<file path="config.mk">
export PLATFORM = sky130hd
export DESIGN_NAME = rc4_stream_cipher
export DESIGN_NICKNAME = d
export VERILOG_FILES = /design/src/rtl/rc4_pkg.sv /design/src/rtl/rc4_stream_cipher.sv
export SDC_FILE = /design/constraint.sdc
export NUM_CORES = 2
export LEC_CHECK = 0
export ABC_AREA = 1
export BUFFER_PORTS_ARGS = -buffer_cell sky130_fd_sc_hd__buf_4
export CORE_MARGIN = 2
export CORE_UTILIZATION = 52
export DETAILED_ROUTE_END_ITERATION = 12
export PLACE_DENSITY = 0.67
export RECOVER_POWER = 100
export SKIP_CTS_REPAIR_TIMING = 1
export SYNTH_ARGS = -nofsm -noshare
export SYNTH_HDL_FRONTEND = slang
export SYNTH_SLANG_ARGS = --single-unit
</file>
<file path="constraint.sdc">
create_clock -name i_clk -period 13.36 [get_ports i_clk]
set_clock_uncertainty 0.1 [all_clocks]
set_input_delay 0.668 -clock i_clk [delete_from_list [all_inputs] [get_ports i_clk]]
set_output_delay 0.668 -clock i_clk [all_outputs]
set_load 0.01 [all_outputs]
</file>
<file path="src/rtl/rc4_pkg.sv">
// Shared types and constants for the RC4 stream cipher.
package rc4_pkg;

    localparam int OP_W    = 2;
    localparam int BYTE_W  = 8;
    localparam int CFG_IDX_W = 3;
    localparam int CFG_DATA_W = 64;

    // Item operation codes
    localparam logic [OP_W-1:0] OP_REKEY  = 2'd0;
    localparam logic [OP_W-1:0] OP_NEWMSG = 2'd1;
    localparam logic [OP_W-1:0] OP_DATA   = 2'd2;

    // Register indexes
    localparam logic [CFG_IDX_W-1:0] CFG_KEY_WORD_3 = 3'd3;
    localparam logic [CFG_IDX_W-1:0] CFG_KEY_LENGTH = 3'd4;

    typedef enum logic [3:0] {
        S_IDLE,
        S_INIT,
        S_KSA_RD,
        S_KSA_J,
        S_KSA_WI,
        S_KSA_WJ,
        S_DAT_J,
        S_DAT_SW,
        S_DAT_KS,
        S_EMIT
    } t_state;

endpackage

</file>
<file path="src/rtl/rc4_stream_cipher.sv">
// RC4 stream cipher: key schedule and keystream generator around one 256 x 8 state memory.
//
// Usage
//   Configuration channel (i_cfg_valid / o_cfg_ready, always ready): index 0..3 writes key
//   words 0..3 (key byte n in bits 8n upward), index 4 writes the key length (low six bits).
//   Other indexes are dropped. Write only while the block is idle.
//   Input channel (i_in_valid / o_in_ready): one transfer per item. op 0 rekeys and runs
//   the schedule, op 1 starts a new message (i and j cleared, permutation kept), op 2 is
//   a data byte, op 3 is dropped. Data bytes before the first rekey give no result.
//   Output channel (o_out_valid / i_out_ready): one transfer per data byte, data_in XOR
//   keystream, held in an output register.
// Timing
//   Data byte: after the transfer the block runs S_DAT_J, S_DAT_SW and S_DAT_KS, registers
//   the result and takes no item until back in S_IDLE; the steps follow the dependent reads
//   S[i], S[j], S[S[i]+S[j]] and the swap write-back through the single-write-port memory.
//   Rekey: identity fill of all 256 entries, then one schedule step per entry (S_KSA_RD to
//   S_KSA_WJ), after which o_in_ready returns. New message and dropped items keep it idle.
//   If the receiver stalls, a finished byte waits in the output register and the next
//   item is still accepted; a second result waits internally until the register empties.
// Reset
//   Synchronous, active low: indices cleared, block unkeyed, key words zero, key length 1.
//   The permutation memory is not cleared; the first rekey fills it.
module rc4_stream_cipher #(
    parameter int MAX_KEY_BYTES = 32
) (
    input  logic                              i_clk,
    input  logic                              i_rst_n,
    // configuration write channel
    input  logic                              i_cfg_valid,
    output logic                              o_cfg_ready,
    input  logic [rc4_pkg::CFG_IDX_W-1:0]     i_cfg_index,
    input  logic [rc4_pkg::CFG_DATA_W-1:0]    i_cfg_data,
    // input item channel
    input  logic                              i_in_valid,
    output logic                              o_in_ready,
    input  logic [rc4_pkg::OP_W-1:0]          i_op,
    input  logic [rc4_pkg::BYTE_W-1:0]        i_data_in,
    // result channel
    output logic                              o_out_valid,
    input  logic                              i_out_ready,
    output logic [rc4_pkg::BYTE_W-1:0]        o_data_out
);
    import rc4_pkg::*;

    localparam int KIDX_W = (MAX_KEY_BYTES > 1) ? $clog2(MAX_KEY_BYTES) : 1;
    localparam int KEY_W  = MAX_KEY_BYTES * BYTE_W;
    localparam logic [5:0] MAX_LEN = 6'(MAX_KEY_BYTES);
    localparam logic [KIDX_W-1:0] KIDX_LAST = KIDX_W'(MAX_KEY_BYTES - 1);

    // permutation memory, one write and one registered read per cycle
    logic [BYTE_W-1:0] mem [256];
    logic [BYTE_W-1:0] r_rdata;
    logic              mem_we;
    logic [BYTE_W-1:0] mem_waddr;
    logic [BYTE_W-1:0] mem_wdata;
    logic [BYTE_W-1:0] mem_raddr;

    // configuration
    logic [KEY_W-1:0]  r_key;
    logic [5:0]        r_key_length;
    logic              cfg_we;

    // control and datapath
    t_state            r_state,     n_state;
    logic              r_keyed,     n_keyed;
    logic [BYTE_W-1:0] r_i,         n_i;
    logic [BYTE_W-1:0] r_j,         n_j;
    logic [BYTE_W-1:0] r_n,         n_n;
    logic [KIDX_W-1:0] r_kidx,      n_kidx;
    logic [KIDX_W-1:0] r_klen_last, n_klen_last;
    logic [BYTE_W-1:0] r_si,        n_si;
    logic [BYTE_W-1:0] r_sj,        n_sj;
    logic [BYTE_W-1:0] r_t,         n_t;
    logic [BYTE_W-1:0] r_din,       n_din;
    logic [BYTE_W-1:0] r_res,       n_res;
    logic              r_out_valid, n_out_valid;
    logic [BYTE_W-1:0] r_data_out,  n_data_out;

    logic [KIDX_W-1:0] klen_eff_m1;
    logic [BYTE_W-1:0] key_byte;
    logic [BYTE_W-1:0] ks;
    logic              slot_free;

    assign o_cfg_ready = 1'b1;
    assign cfg_we      = i_cfg_valid;
    assign o_in_ready  = (r_state == S_IDLE);
    assign o_out_valid = r_out_valid;
    assign o_data_out  = r_data_out;

    // ---------------------------------------------------------------- memory
    always_ff @(posedge i_clk) begin
        if (mem_we) begin
            mem[mem_waddr] <= mem_wdata;
        end
    end

    always_ff @(posedge i_clk) begin
        r_rdata <= mem[mem_raddr];
    end

    // ---------------------------------------------------------------- config
    always_ff @(posedge i_clk) begin
        if (!i_rst_n) begin
            r_key        <= '0;
            r_key_length <= 6'd1;
        end else if (cfg_we) begin
            for (int k = 0; k < MAX_KEY_BYTES; k++) begin
                if (i_cfg_index == CFG_IDX_W'(k >> 3)) begin
                    r_key[k*BYTE_W +: BYTE_W] <= i_cfg_data[(k & 7)*BYTE_W +: BYTE_W];
                end
            end
            if (i_cfg_index == CFG_KEY_LENGTH) begin
                r_key_length <= i_cfg_data[5:0];
            end
        end
    end

    // zero length counts as one, lengths above the key store saturate
    always_comb begin
        if (r_key_length == 6'd0) begin
            klen_eff_m1 = '0;
        end else if (r_key_length > MAX_LEN) begin
            klen_eff_m1 = KIDX_LAST;
        end else begin
            klen_eff_m1 = KIDX_W'(r_key_length - 6'd1);
        end
    end

    assign key_byte  = r_key[{r_kidx, 3'b000} +: BYTE_W];
    assign slot_free = !r_out_valid || i_out_ready;

    // keystream byte after the swap: forward the two freshly written entries
    always_comb begin
        if (r_t == r_j) begin
            ks = r_si;
        end else if (r_t == r_i) begin
            ks = r_sj;
        end else begin
            ks = r_rdata;
        end
    end

    // ---------------------------------------------------------------- state
    always_ff @(posedge i_clk) begin
        if (!i_rst_n) begin
            r_state     <= S_IDLE;
            r_keyed     <= 1'b0;
            r_i         <= '0;
            r_j         <= '0;
            r_out_valid <= 1'b0;
        end else begin
            r_state     <= n_state;
            r_keyed     <= n_keyed;
            r_i         <= n_i;
            r_j         <= n_j;
            r_out_valid <= n_out_valid;
        end
    end

    always_ff @(posedge i_clk) begin
        r_n         <= n_n;
        r_kidx      <= n_kidx;
        r_klen_last <= n_klen_last;
        r_si        <= n_si;
        r_sj        <= n_sj;
        r_t         <= n_t;
        r_din       <= n_din;
        r_res       <= n_res;
        r_data_out  <= n_data_out;
    end

    always_comb begin
        n_state     = r_state;
        n_keyed     = r_keyed;
        n_i         = r_i;
        n_j         = r_j;
        n_n         = r_n;
        n_kidx      = r_kidx;
        n_klen_last = r_klen_last;
        n_si        = r_si;
        n_sj        = r_sj;
        n_t         = r_t;
        n_din       = r_din;
        n_res       = r_res;
        n_out_valid = r_out_valid && !i_out_ready;
        n_data_out  = r_data_out;
        mem_we      = 1'b0;
        mem_waddr   = r_n;
        mem_wdata   = r_n;
        mem_raddr   = r_n;

        unique case (r_state)
            S_IDLE: begin
                if (i_in_valid) begin
                    unique case (i_op)
                        OP_REKEY: begin
                            n_n         = '0;
                            n_j         = '0;
                            n_kidx      = '0;
                            n_klen_last = klen_eff_m1;
                            n_state     = S_INIT;
                        end
                        OP_NEWMSG: begin
                            n_i = '0;
                            n_j = '0;
                        end
                        OP_DATA: begin
                            if (r_keyed) begin
                                n_i       = r_i + 8'd1;
                                mem_raddr = n_i;
                                n_din     = i_data_in;
                                n_state   = S_DAT_J;
                            end
                        end
                        default: begin
                        end
                    endcase
                end
            end
            // identity fill
            S_INIT: begin
                mem_we    = 1'b1;
                mem_waddr = r_n;
                mem_wdata = r_n;
                n_n       = r_n + 8'd1;
                if (r_n == 8'hFF) begin
                    n_state = S_KSA_RD;
                end
            end
            // schedule step: read S[n], j += S[n] + key, read S[j], swap
            S_KSA_RD: begin
                mem_raddr = r_n;
                n_state   = S_KSA_J;
            end
            S_KSA_J: begin
                n_si      = r_rdata;
                n_j       = r_j + r_rdata + key_byte;
                mem_raddr = n_j;
                n_state   = S_KSA_WI;
            end
            S_KSA_WI: begin
                mem_we    = 1'b1;
                mem_waddr = r_n;
                mem_wdata = r_rdata;
                n_state   = S_KSA_WJ;
            end
            S_KSA_WJ: begin
                mem_we    = 1'b1;
                mem_waddr = r_j;
                mem_wdata = r_si;
                n_n       = r_n + 8'd1;
                n_kidx    = (r_kidx == r_klen_last) ? '0 : r_kidx + KIDX_W'(1);
                if (r_n == 8'hFF) begin
                    n_i     = '0;
                    n_j     = '0;
                    n_keyed = 1'b1;
                    n_state = S_IDLE;
                end else begin
                    n_state = S_KSA_RD;
                end
            end
            // generator step
            S_DAT_J: begin
                n_si      = r_rdata;
                n_j       = r_j + r_rdata;
                mem_raddr = n_j;
                n_state   = S_DAT_SW;
            end
            S_DAT_SW: begin
                n_sj      = r_rdata;
                n_t       = r_si + r_rdata;
                mem_we    = 1'b1;
                mem_waddr = r_i;
                mem_wdata = r_rdata;
                mem_raddr = n_t;
                n_state   = S_DAT_KS;
            end
            S_DAT_KS: begin
                mem_we    = 1'b1;
                mem_waddr = r_j;
                mem_wdata = r_si;
                n_res     = r_din ^ ks;
                if (slot_free) begin
                    n_out_valid = 1'b1;
                    n_data_out  = r_din ^ ks;
                    n_state     = S_IDLE;
                end else begin
                    n_state = S_EMIT;
                end
            end
            S_EMIT: begin
                if (slot_free) begin
                    n_out_valid = 1'b1;
                    n_data_out  = r_res;
                    n_state     = S_IDLE;
                end
            end
            default: begin
                n_state = S_IDLE;
            end
        endcase
    end

`ifndef SYNTHESIS
    // idle never disturbs the permutation
    a_idle_no_write: assert property (@(posedge i_clk) disable iff (!i_rst_n)
        (r_state == S_IDLE) |-> !mem_we)
        else $error("memory written while idle");

    // a result only appears at the end of a generator step
    a_out_source: assert property (@(posedge i_clk) disable iff (!i_rst_n)
        $rose(r_out_valid) |-> ($past(r_state) == S_DAT_KS || $past(r_state) == S_EMIT))
        else $error("result without generator step");

    // generator only runs on a keyed permutation
    a_keyed_data: assert property (@(posedge i_clk) disable iff (!i_rst_n)
        (r_state == S_DAT_J) |-> r_keyed)
        else $error("data step before rekey");

    // key byte index stays within the configured length during the schedule
    a_kidx_range: assert property (@(posedge i_clk) disable iff (!i_rst_n)
        (r_state == S_KSA_J) |-> (r_kidx <= r_klen_last))
        else $error("key index beyond key length");
`endif

endmodule

</file>
==> metrics <==
status=finished with violations; violated checks=negative hold slack, max-capacitance violations, max-slew violations; layout cells sized above 1=0.0529; clock power share=0.297; area of the core=205,000 um^2; CP top delay family=buffers and inverters; Post-Synth XOR/XNOR Area=0.00368; FILL cells=17.0k; Lkg Pwr=0.0461 uW; register share of total power=0.390; Max Cap Violations=28; DR WL/cell=22.9 um; simple-gate share of the synthesized area=0.192; Max H-tree Level=4; Syn Inst Count=10.7k; Fmax achieved=97.4 MHz; Psw=8450 uW; max_slew headroom=-2.05; Yosys warnings=0; post-synthesis mux area share=0; number of synthesized flops with an enable pin=2,114; Pint=14,400 uW; global-route wire length before repair=459,000 um; WP data arrival=10,940 ps; Starting Density=0.524; RSZ-0062 raised after global routing=false; adder-cell share of the synthesized area=0.00348; Synth Cell Area=107,000 um^2; Logic pwr share=0.313; worst path bufs/invs=6; Ports=93; largest register by flop count=mem; Power Density=195 nW/um^2; hold slack=-15.7 ps; biggest regs=mem (2048), r_key (256); final net count=10.6k; first drt pass iteration count=6; reg2reg setup slack=3090 ps; crit path max-delay cell type=clkbuf_2; most used cell, CP=nand3_1; Synth cell types=47; clk_lat worst skew=900 ps; min Tclk post-route=10,270 ps; Vias=78.3k; peak supply drop=283 uV; Post-synth top flop=edfxtp_1; crit path max fanout=198; Final Setup Violations=0; Largest register FFs=2,048; total grt overflow=0; die width=458 um; syn_nets=10.8k; Final Cycle Share=0.768; starting DRC count in detailed routing=10.3k; Fin Setup TNS=0 ps; DP HPWL=174,000 um; initial antenna violation count=14; kind of critical path=reg2reg; crit path launch type=register; P&R area growth vs syn=9.66%; final WL=306,000 um; max incr delay on CP=1790 ps; main combinational cell family by area after synthesis=simple AND/OR/NAND/NOR gates; DRT antenna net count=0; worst slew pin tran=4570 ps; register area share after synthesis=0.647; vias in the first global route=73.6k; Synth Area in Compound Gates=0.0628; total track usage=0.286; Net Sw Frac=0.369; row count=166; clock buffer depth=3; final hold violation count=2; Vias/cell=5.85; syn avg cell area=10.0 um^2; CP Cell Sequence=buf_4 -> clkinvlp_2 -> buf_4 -> o21ai_0 -> o221ai_1 -> a32o_1 -> o31ai_1 -> inv_1 -> ha_1 -> nand3_1 -> nand2_1 -> nor2_4 -> buf_12 -> clkbuf_2 -> nand4_1 -> nand3_1 -> nand3_1 -> nand3_1 -> nand3_1 -> nand3_1 -> nand3_1 -> nand3_1 -> nand2_1; port bufs=91; total clock sinks=2,406; die height=458 um; total CTS buffers=240; Yosys reg bits=2,406; gpl congestion=0.885; Residual DRC=0; required time of the worst setup path=14,030 ps; CTS root buffer=clkbuf_16; Worst-path clk slew=60 ps; largest net degree at the start of global routing=245; critical path capture point type=register; ys async rst share=0; die area=210,000 um^2; Hold Path Class=in2reg; Slew Viols, Final=1,833; CTS tree=built
-- power by group through the flow --
stage | Clock, uW | Combinational [uW] | Sequential (uW)
2_1_floorplan | 0 | 4600 | 9190
3_3_place_gp | 0 | 6930 | 9020
3_5_place_dp | 0 | 7000 | 9020
4_1_cts | 6840 | 7030 | 8860
5_1_grt | 7130 | 7690 | 8940
6_report | 6790 | 7160 | 8940
-- through the flow --
| step | power, uW | instances | util | worst slack, ps | instance area [um^2] |
|---|---|---|---|---|---|
| after floorplan | 13800 | 10702 | - | 3350 | 107000 |
| after global placement | 15900 | 12856 | 0.533 | 5200 | 109000 |
| after global routing | 23800 | 13383 | 0.574 | 2470 | 118000 |
| after CTS | 22700 | 13312 | 0.572 | 5180 | 117000 |
| after detailed placement | 16000 | 12856 | 0.533 | 5180 | 109000 |
| final | 22900 | 13390 | 0.574 | 3090 | 118000 |
-- cell families (layout without fill, tap and decap cells) --
kind of cell | count (synthesis) | after routing
XOR/XNOR | 45 | 45
buffers and inverters | 2480 | 2468
AO/OA/AOI/OAI | 1179 | 1179
flip-flops | 2406 | 2406
AND/OR/NAND/NOR | 4563 | 4563
other | 1 | 13
adder cells (fa/ha/maj) | 28 | 28
-- worst reg2reg max path: stages (launching register included) --
cell	delay [ps]
edfxtp_1	320
buf_4	450
clkinvlp_2	1660
buf_4	920
o21ai_0	280
o221ai_1	120
a32o_1	280
o31ai_1	200
inv_1	100
ha_1	280
nand3_1	90
nand2_1	130
nor2_4	710
buf_12	710
clkbuf_2	2090
nand4_1	350
nand3_1	200
nand3_1	110
nand3_1	120
nand3_1	220
nand3_1	200
nand3_1	150
nand3_1	310
nand2_1	100
-- placed cells by master, fill, tap and decap left out, types with 13 or more instances in the layout --
cell type         n
o221ai_1         19
a22oi_1          14
buf_4           144
nand2_1        1599
dlygate4sd3_1    66
nand4_1         522
nor3_1           13
clkbuf_16       243
clkinv_2         59
o211ai_1        241
buf_12           15
clkinv_1         60
a21oi_1         162
edfxtp_1       2114
nand3_1        1569
bufinv_16        26
clkbuf_1         76
nor2_1          825
o21ai_1          70
o21ai_0         617
dfxtp_1         292
inv_1          1732
o22ai_1          26
ha_1             25
xor2_1           34
-- per-layer routing --
| layer | track usage | vias to the layer above | share of wire |
|---|---|---|---|
| met5 | 0.00528 | - | 0.000052 |
| met4 | 0.125 | 4 | 0.042 |
| met3 | 0.0617 | 662 | 0.10 |
| met2 | 0.449 | 3963 | 0.46 |
| met1 | 0.385 | 37725 | 0.39 |
| li1 | - | 35971 | - |
-- path summary, 6_finish.rpt --
check	startpoint	endpoint	cells after the start
min reg2reg	r_key[194]	r_key[194]	2
max	r_kidx[0]	r_rdata[6]	23
min	i_cfg_data[13]	r_key[141]	3
max reg2reg	r_kidx[0]	r_rdata[6]	23
-- area by class of cell --
cell class                 count  area, um^2  share of cell area
antenna                       12        30.0            0.000255
clock inverter               163        1620              0.0137
inverter                    1747        6560              0.0558
clock buffer                 293        6310              0.0537
tap                         2688        3360              0.0286
multi-input combinational   5816       28100               0.239
sequential                  2406       69300               0.590
timing repair buffer         265        2230              0.0189
-- Yosys cell counts (all sizes together) (2+ instances only) --
cell type     n  share of area
o311ai        4        0.00033
o211ai      241          0.017
ha           25         0.0029
fa            3        0.00056
nor4          5        0.00029
o21bai        3        0.00021
o21ai       691          0.032
xor2         34         0.0028
a32o          3        0.00028
a21oi       164         0.0077
nor3         16        0.00084
or2           8        0.00047
nand3b        6        0.00042
dfxtp       292          0.055
inv        1741          0.061
o31ai         6        0.00042
clkbuf      365          0.013
edfxtp     2114           0.59
o221ai       20         0.0016
nand4       522          0.030
nand3      1572          0.073
o22ai        26         0.0015
a31oi         2        0.00012
nor2        830          0.029
buf         368          0.018
a22oi        14        0.00098
o2111ai       3        0.00025
xnor2        11        0.00090
clkinv        6        0.00021
nand2      1602          0.056
Note: power is estimated with default switching activity, not from simulation.
